**src/hdl/hsv_to_rgb_converter_macros.svh**
```systemverilog
// assertion macros for the hsv to rgb converter
// expects clk_i and rst_ni in the scope of the module that uses them
`ifndef HSV_TO_RGB_CONVERTER_MACROS_SVH
`define HSV_TO_RGB_CONVERTER_MACROS_SVH

// antecedent implies consequent in the same cycle
`define HSV_ASSERT_SAME(lbl, ante, cons, msg) \
  lbl: assert property (@(posedge clk_i) disable iff (!rst_ni) (ante) |-> (cons)) \
    else $error(msg);

// antecedent implies consequent a fixed number of cycles later
`define HSV_ASSERT_LAT(lbl, ante, cons, n, msg) \
  lbl: assert property (@(posedge clk_i) disable iff (!rst_ni) (ante) |-> ##n (cons)) \
    else $error(msg);

`endif

```
**src/hdl/hsv2rgb_pkg.sv**
```systemverilog
// types and constants for the hsv to rgb converter
// no dependencies
`timescale 1ns / 1ps

package hsv2rgb_pkg;

  typedef struct packed {
    logic [8:0] hue;
    logic [6:0] saturation;
    logic [6:0] brightness;
  } hsv_req_t;

  typedef struct packed {
    logic [7:0] red;
    logic [7:0] green;
    logic [7:0] blue;
  } rgb_res_t;

  typedef enum logic [2:0] {
    SEC_RED_YEL  = 3'd0,
    SEC_YEL_GRN  = 3'd1,
    SEC_GRN_CYAN = 3'd2,
    SEC_CYAN_BLU = 3'd3,
    SEC_BLU_MAG  = 3'd4,
    SEC_MAG_RED  = 3'd5
  } sector_e;

  localparam int unsigned HUE_TURN   = 360;
  localparam int unsigned SECTOR_DEG = 60;
  localparam int unsigned PCT_MAX    = 100;
  // full scale of a term before the brightness product: 100 * 60
  localparam int unsigned TERM_FULL  = 6000;
  // channel = floor((17 * v * x + 20000) / 40000)
  localparam int unsigned RND_MUL    = 17;
  localparam int unsigned RND_OFS    = 20000;
  // 40000 = 64 * 625, divide by 625 through a reciprocal
  localparam int unsigned PRE_SHIFT  = 6;
  localparam int unsigned RECIP_K    = 28;
  localparam int unsigned RECIP_M    = 429497;
  localparam int unsigned LATENCY    = 5;

endpackage

```
**src/hdl/hsv_to_rgb_converter.sv**
```systemverilog
// hsv to rgb pixel converter, five register stages, one pixel per clock
// depends on hsv2rgb_pkg and hsv_to_rgb_converter_macros.svh
`timescale 1ns / 1ps
//
//  channel   direction  handshake        payload
//  request   in         start, busy      req_i (hue, saturation, brightness)
//  result    out        done_o strobe    res_o (red, green, blue)
//
//  a request is taken at every edge with start high; busy stays low
//  each result appears on res_o with done_o high once it has passed
//  the five pipeline stages: decode, term select,
//  brightness multiply, rounding offset, reciprocal multiply
//  reset clears only the stage valid bits; the pipeline never stalls

`include "hsv_to_rgb_converter_macros.svh"

module hsv_to_rgb_converter (
  input  logic                  clk_i,
  input  logic                  rst_ni,
  input  logic                  start,
  output logic                  busy,
  input  hsv2rgb_pkg::hsv_req_t req_i,
  output logic                  done_o,
  output hsv2rgb_pkg::rgb_res_t res_o
);

  import hsv2rgb_pkg::*;

  // stage valid bits
  logic [LATENCY-1:0] vld_q;

  // stage 1: wrapped hue split into sector and remainder, clamped inputs
  logic [8:0] hue_w;
  sector_e    sec_d, sec_q;
  logic [5:0] rem_d, rem_q;
  logic [6:0] sat_d, sat_q;
  logic [6:0] val_d, val_q;

  // stage 2: per channel term (0..6000) and brightness
  logic [12:0] xp, xq, xt;
  logic [12:0] sq_prod, st_prod;
  logic [5:0]  rem_inv;
  logic [2:0][12:0] x_d, x_q;
  logic [6:0]  val2_q;

  // stage 3: brightness times term
  logic [2:0][19:0] prod_q;

  // stage 4: rounding offset and pre shift
  logic [2:0][23:0] num_w;
  logic [2:0][17:0] n_q;

  // stage 5: reciprocal multiply
  logic [2:0][36:0] rq_w;
  rgb_res_t         res_q;

  assign busy = 1'b0;

  always_comb begin
    if (req_i.hue >= 9'(HUE_TURN)) begin
      hue_w = req_i.hue - 9'(HUE_TURN);
    end else begin
      hue_w = req_i.hue;
    end
    sat_d = (req_i.saturation > 7'(PCT_MAX)) ? 7'(PCT_MAX) : req_i.saturation;
    val_d = (req_i.brightness > 7'(PCT_MAX)) ? 7'(PCT_MAX) : req_i.brightness;
    if (hue_w >= 9'(5 * SECTOR_DEG)) begin
      sec_d = SEC_MAG_RED;
      rem_d = 6'(hue_w - 9'(5 * SECTOR_DEG));
    end else if (hue_w >= 9'(4 * SECTOR_DEG)) begin
      sec_d = SEC_BLU_MAG;
      rem_d = 6'(hue_w - 9'(4 * SECTOR_DEG));
    end else if (hue_w >= 9'(3 * SECTOR_DEG)) begin
      sec_d = SEC_CYAN_BLU;
      rem_d = 6'(hue_w - 9'(3 * SECTOR_DEG));
    end else if (hue_w >= 9'(2 * SECTOR_DEG)) begin
      sec_d = SEC_GRN_CYAN;
      rem_d = 6'(hue_w - 9'(2 * SECTOR_DEG));
    end else if (hue_w >= 9'(SECTOR_DEG)) begin
      sec_d = SEC_YEL_GRN;
      rem_d = 6'(hue_w - 9'(SECTOR_DEG));
    end else begin
      sec_d = SEC_RED_YEL;
      rem_d = 6'(hue_w);
    end
  end

  // p, q and t terms, all scaled by 6000
  always_comb begin
    rem_inv = 6'(SECTOR_DEG) - rem_q;
    xp      = 13'(7'(PCT_MAX) - sat_q) * 13'(SECTOR_DEG);
    sq_prod = 13'(sat_q) * 13'(rem_q);
    st_prod = 13'(sat_q) * 13'(rem_inv);
    xq      = 13'(TERM_FULL) - sq_prod;
    xt      = 13'(TERM_FULL) - st_prod;
    case (sec_q)
      SEC_RED_YEL:  x_d = {13'(TERM_FULL), xt, xp};
      SEC_YEL_GRN:  x_d = {xq, 13'(TERM_FULL), xp};
      SEC_GRN_CYAN: x_d = {xp, 13'(TERM_FULL), xt};
      SEC_CYAN_BLU: x_d = {xp, xq, 13'(TERM_FULL)};
      SEC_BLU_MAG:  x_d = {xt, xp, 13'(TERM_FULL)};
      default:      x_d = {13'(TERM_FULL), xp, xq};
    endcase
  end

  always_comb begin
    for (int i = 0; i < 3; i++) begin
      num_w[i] = 24'(prod_q[i]) * 24'(RND_MUL) + 24'(RND_OFS);
      rq_w[i]  = 37'(n_q[i]) * 37'(RECIP_M);
    end
  end

  always_ff @(posedge clk_i or negedge rst_ni) begin
    if (!rst_ni) begin
      vld_q <= '0;
    end else begin
      vld_q <= {vld_q[LATENCY-2:0], start};
    end
  end

  always_ff @(posedge clk_i) begin
    sec_q  <= sec_d;
    rem_q  <= rem_d;
    sat_q  <= sat_d;
    val_q  <= val_d;
    x_q    <= x_d;
    val2_q <= val_q;
    for (int i = 0; i < 3; i++) begin
      prod_q[i] <= 20'(val2_q) * 20'(x_q[i]);
      n_q[i]    <= 18'(num_w[i] >> PRE_SHIFT);
    end
    res_q.red   <= rq_w[2][RECIP_K+7:RECIP_K];
    res_q.green <= rq_w[1][RECIP_K+7:RECIP_K];
    res_q.blue  <= rq_w[0][RECIP_K+7:RECIP_K];
  end

  assign done_o = vld_q[LATENCY-1];
  assign res_o  = res_q;

  `HSV_ASSERT_LAT(a_req_gives_result, start, done_o, 5, "request did not produce a result")
  `HSV_ASSERT_LAT(a_no_phantom, !start, !done_o, 5, "result without a request")
  `HSV_ASSERT_SAME(a_full_term, vld_q[1],
    x_q[0] == 13'(TERM_FULL) || x_q[1] == 13'(TERM_FULL) || x_q[2] == 13'(TERM_FULL),
    "no channel carries the full value term")
  `HSV_ASSERT_LAT(a_grey, vld_q[0] && sat_q == '0,
    x_q[0] == x_q[1] && x_q[1] == x_q[2], 1, "zero saturation is not grey")

endmodule
```
**config.mk**
```make
export PLATFORM = sky130hd
export DESIGN_NAME = hsv_to_rgb_converter
export DESIGN_NICKNAME = d
export VERILOG_FILES = /design/src/hdl/hsv2rgb_pkg.sv /design/src/hdl/hsv_to_rgb_converter.sv
export VERILOG_INCLUDE_DIRS = /design/src /design/src/hdl
export SDC_FILE = /design/constraint.sdc
export NUM_CORES = 2
export LEC_CHECK = 0
export ABC_AREA = 1
export CELL_PAD_IN_SITES_DETAIL_PLACEMENT = 2
export CELL_PAD_IN_SITES_GLOBAL_PLACEMENT = 2
export CORE_MARGIN = 2
export CORE_UTILIZATION = 42
export CTS_BUF_LIST = sky130_fd_sc_hd__clkbuf_16
export DETAILED_ROUTE_END_ITERATION = 10
export DONT_BUFFER_PORTS = 1
export PLACE_DENSITY = 0.94
export SLEW_MARGIN = 0
export SYNTH_ARGS = -nofsm -noshare
export SYNTH_HDL_FRONTEND = slang
export SYNTH_SLANG_ARGS = --single-unit
```
**constraint.sdc**
```tcl
create_clock -name clk_i -period 5.6 [get_ports clk_i]
set_input_delay 1.12 -clock clk_i [delete_from_list [all_inputs] [get_ports clk_i]]
set_output_delay 1.12 -clock clk_i [all_outputs]
set_load 0.02 [all_outputs]
```
======== Word-level counts from Yosys, hierarchy flattened ========
Cells that the tools add are included.
cells by class
  add/subtract/negate cells ............... 13
  $mul .................................... 12
  magnitude comparators ................... 8
  equality and inequality tests ........... 4
  multiplexer cells ....................... 11
  reductions and logical operators ........ 2
operator list
  cell                      count
  $pmux W39 S5              1
  $mul A18 B19 Y36 const B  3
  $add A24 B15 Y24 const B  3
  $mul A20 B5 Y24 const B   3
  $mul A7 B13 Y20           3
  $mux W6                   5
  $sub A6 B6 Y6 const B     5
  $mul A7 B6 Y13            2
  $sub A13 B13 Y13 const A  2
  $ge A9 B8 Y1 const B      2
  $ge A9 B9 Y1 const B      2
  $gt A7 B7 Y1 const B      2
  $mul A13 B4 Y11 const B   1
  $ge A9 B6 Y1 const B      1
  $ge A9 B7 Y1 const B      1
  $mux W9                   1
  $sub A9 B9 Y9 const B     1
  $sub A7 B7 Y8 const A     1
  $eq A3 B2 Y1 const B      2
  $sub A6 B6 Y6 const A     1
  $mux W2                   2
  $eq A3 B1 Y1 const B      1
  $eq A3 B3 Y1 const B      1
  $logic_not A3 Y1          1
  2 further kinds           3
storage, ports and cells
  bits in registers ....................... 212
  bits of input ports ..................... 26

======== Depth between registers and ports, before layout ========
  word-level depth ........................ 8
  gate-level depth with buffers ........... 27
  gate-level depth less buffers ........... 26

======== Worst setup path after synthesis ========
Ideal clock, no wire load.
  path kind ............................... register to register
  from .................................... register n_q[15] (netlist bit)
  to ...................................... register res_q (netlist bit res_o[7])
  setup time .............................. 0.112 ns
  data arrival time ....................... 4.799 ns
  setup slack ............................. 0.688 ns
  cell stages (with the launch flop) ...... 20
  buffers on the path ..................... 0
  clock period less this slack ............ 4.912 ns
  cells stage by stage .................... dfxtp_1 > fa_1 > inv_1 > fa_1 > inv_1 > fa_1 > fa_1 > fa_1 > inv_1 > fa_1 > inv_1 > ha_1 > a21oi_1 > nor2_1 > o21bai_1 > o2111ai_1 > a211oi_1 > nand2_1 > nand2_1 > nand2_1
RTL lines
  element                          line                         RTL
  start, declared                  hsv_to_rgb_converter.sv:51   logic [2:0][17:0] n_q;
  start signal, assigned by index  hsv_to_rgb_converter.sv:130  n_q[i] <= 18'(num_w[i] >> PRE_SHIFT);
  end, declared                    hsv_to_rgb_converter.sv:55   rgb_res_t res_q;

==> metrics.yaml <==
worst_setup_path:
  cp-start-kind: "flop"
  path_max_fanout: 4
  arrival_ns: 7.03
  path_cells: "inv_1, ha_4, inv_2, ha_1, inv_1, fa_1, inv_1, fa_1, ha_1, ha_1, ha_1, nand2_1, nor2_1, inv_1, nor3_2, nand3_1, nor4_1, nand2_1, nand3_1, nand2_1"
  crit_type: "reg -> reg"
  crit_path_end: "res_o[13]"
  cp-startpoint: "n_q[28]"
  reg2reg_from: "n_q[28]"
  rrSetupSlack_ns: -0.84
  rr_worst_depth: 20
  critical_path_required_ns: 6.19
  max_stage_delay_ns: 1.20
  crit_path_end_kind: "flop"
  reg2reg_to: "res_o[13]"
  worst_path_max_delay_cell: "fa_1"
synth:
  synth-seq-cells: 212
  synthArstFlopShare: 0.0236
  synth_top_family_by_area: "adder cells"
  synthSimpleGateAreaFrac: 0.126
  synth_mux_area_frac: 0
  syn_nets: 6151
  synth-edff-count: 0
  yosys.area_share.adder: 0.541
  synth_ff_type: "dfxtp_1"
  synth_cell_types: 59
  synth_cells: 4752
  synth_xor_xnor_area_share: 0.0359
  ys_warn_count: 0
  syn_area_um2: 40300
  synth_seq_area_share: 0.106
  synth_compound_area_frac: 0.0676
  synth.avg_cell_area_um2: 8.48
cts:
  htree_levels: 1
  cts.path.max_buffers: 3
  clk_pin_slew_ns: 0.08
  clk_latency_ns: 0.72
  hold_buffers: 0
  cts_tree: "yes"
  clock-root-buffer: "clkbuf_16"
  cts_buffers: 29
  cts_sinks: 212
timing:
  setup_violations: 32
  relSlewSlack: -0.529
  skew_ns: 0.0354
  rsz0062_at_grt: "true"
  layout_min_cycle_time_ns: 6.44
  hold_violations: 0
  setup_tns_ns: -13.20
  fmax_ghz: 0.155
  worst_slack_ns: -0.840
  period_share: 1.15
  slew_violations: 4
  tightest_slew_ns: 2.27
routing:
  wl_per_cell_um: 40.4
  wl_mm: 246
  via_per_inst: 6.61
  drc_errors: 0
  dr_total_vias: 40200
  dr.pass1.iters: 8
  ant_nets: 0
  drt_iter0_markers: 4876
grt:
  use_met3: 0.148
  grt_overflow: 0
  grt_max_degree: 30
  antenna_found_initial: 39
  grt_pass1_wl_mm: 313
  grt_use_met1: 0.437
  grt_pass1_vias: 44800
  top_usage_layer: "met2"
  use_met2: 0.730
  grtUsageTotal: 0.440
placed_design:
  port_buffers: 0
  placed_area_um2: 41900
  place_congestion: 0.932
  dp_hpwl_mm: 145
floorplanning:
  num_rows: 113
  die_area_um2: 98400
  start_util: 0.424
  die_x_um: 314
  die_h_um: 314
  fp.coreArea_um2: 95000
  num_io_pins: 52
worst_hold_path:
  hold_class: "in -> async"
outcome:
  violations: "capacitance limit, slew limit, setup timing"
  status: "finished, violations left"
run:
  drv_cap: 1
layout:
  fin_area_um2: 44000
  layout.nets: 6178
  synthToLayoutAreaGrowth_pct: 9.26
  drive_above_1_share: 0.0731
worst max-delay path: cells and delay by family, from the launching register on:
| family | cells | cell delay, ns |
|---|---|---|
| flip-flops | 1 | 0.42 |
| AND/OR/NAND/NOR | 8 | 1.44 |
| adder cells (fa/ha/maj) | 7 | 3.56 |
| buffers and inverters | 5 | 0.85 |
cell usage after synthesis, types with 32 or more instances:
cell type     n  area (µm²)
inv_1      1259        4730
nand2_1     780        2930
ha_1        758        9480
fa_1        615       12300
a21oi_1     229        1150
nor2_1      213         800
dfxtp_1     207        4140
xor2_1      119        1040
nand3_1     104         521
o21ai_0      90         450
xnor2_1      46         403
clkbuf_1     36         135
nand4_1      32         200
worst min-delay path by stage:
stage,endpoint,cells past startpoint,slack (ns),start
after floorplan,val2_q[0],0,0.31,val_q[0]
after global placement,val2_q[4],0,0.31,val_q[4]
after detailed placement,val2_q[6],0,0.32,val_q[6]
after CTS,vld_q[0],0,0.13,rst_ni
after global routing,vld_q[1],0,0.12,rst_ni
final,vld_q[0],0,0.12,rst_ni
cells by family after synthesis:
logic type,Yosys count
xor gates and xnor gates,165
adders and majority gates,1373
DFF,212
and+or+nand+nor,1218
AOI/OAI and AO/OA,465
other,1
buffers and inverters,1318
flip-flops by register name, summed over array words and instances (netlist names):
name / count
vld_q: 5
sat_q: 7
rem_q: 6
val2_q: 7
sec_q: 3
n_q: 54
x_q: 39
res_o: 24
prod_q: 60
val_q: 7
repair_timing:
item	4_1_cts	5_1_grt
pin swaps	18	30
resized for setup	82	172
endpoints found under the setup margin	17	43
setup buffers	4	16
cell type report:
type / instances / area [µm²]
antenna: 23 / 57.6
clock buffer: 29 / 726
clock inverter: 24 / 303
fill: 10400 / 51000
inverter: 1271 / 4780
multi-input combinational: 3222 / 31800
sequential: 212 / 4390
tap: 1265 / 1580
timing repair buffer: 43 / 393
per-stage QoR:
step | setup WS (ns) | utilization | std cells | hold WS (ns)
2_1_floorplan | 0.688 | - | 4752 | 0.310
3_3_place_gp | 0.327 | 0.441 | 5993 | 0.312
3_5_place_dp | -0.278 | 0.441 | 5993 | 0.319
4_1_cts | 0.00123 | 0.455 | 6050 | 0.126
5_1_grt | -1.14 | 0.463 | 6072 | 0.119
6_report | -0.840 | 0.463 | 6089 | 0.124
per-layer routing:
metal  share of wire  routed length, µm
met1            0.31              77200
met2            0.44             107000
met3            0.12              28400
met4            0.13              32300
met5          0.0033                812
layout by cell type, fill, tap and decap left out, types with 29 or more instances in the layout:
cell type / n
a21oi_1: 212
buf_4: 36
clkbuf_16: 29
dfxtp_1: 157
fa_1: 595
ha_1: 716
inv_1: 1240
inv_2: 29
nand2_1: 768
nand3_1: 101
nand4_1: 32
nor2_1: 204
o21ai_0: 75
xnor2_1: 46
xor2_1: 117
Power is left out: the tool's default activity adds up to more than one toggle a clock period on the data nets, which glitch-free logic cannot reach.
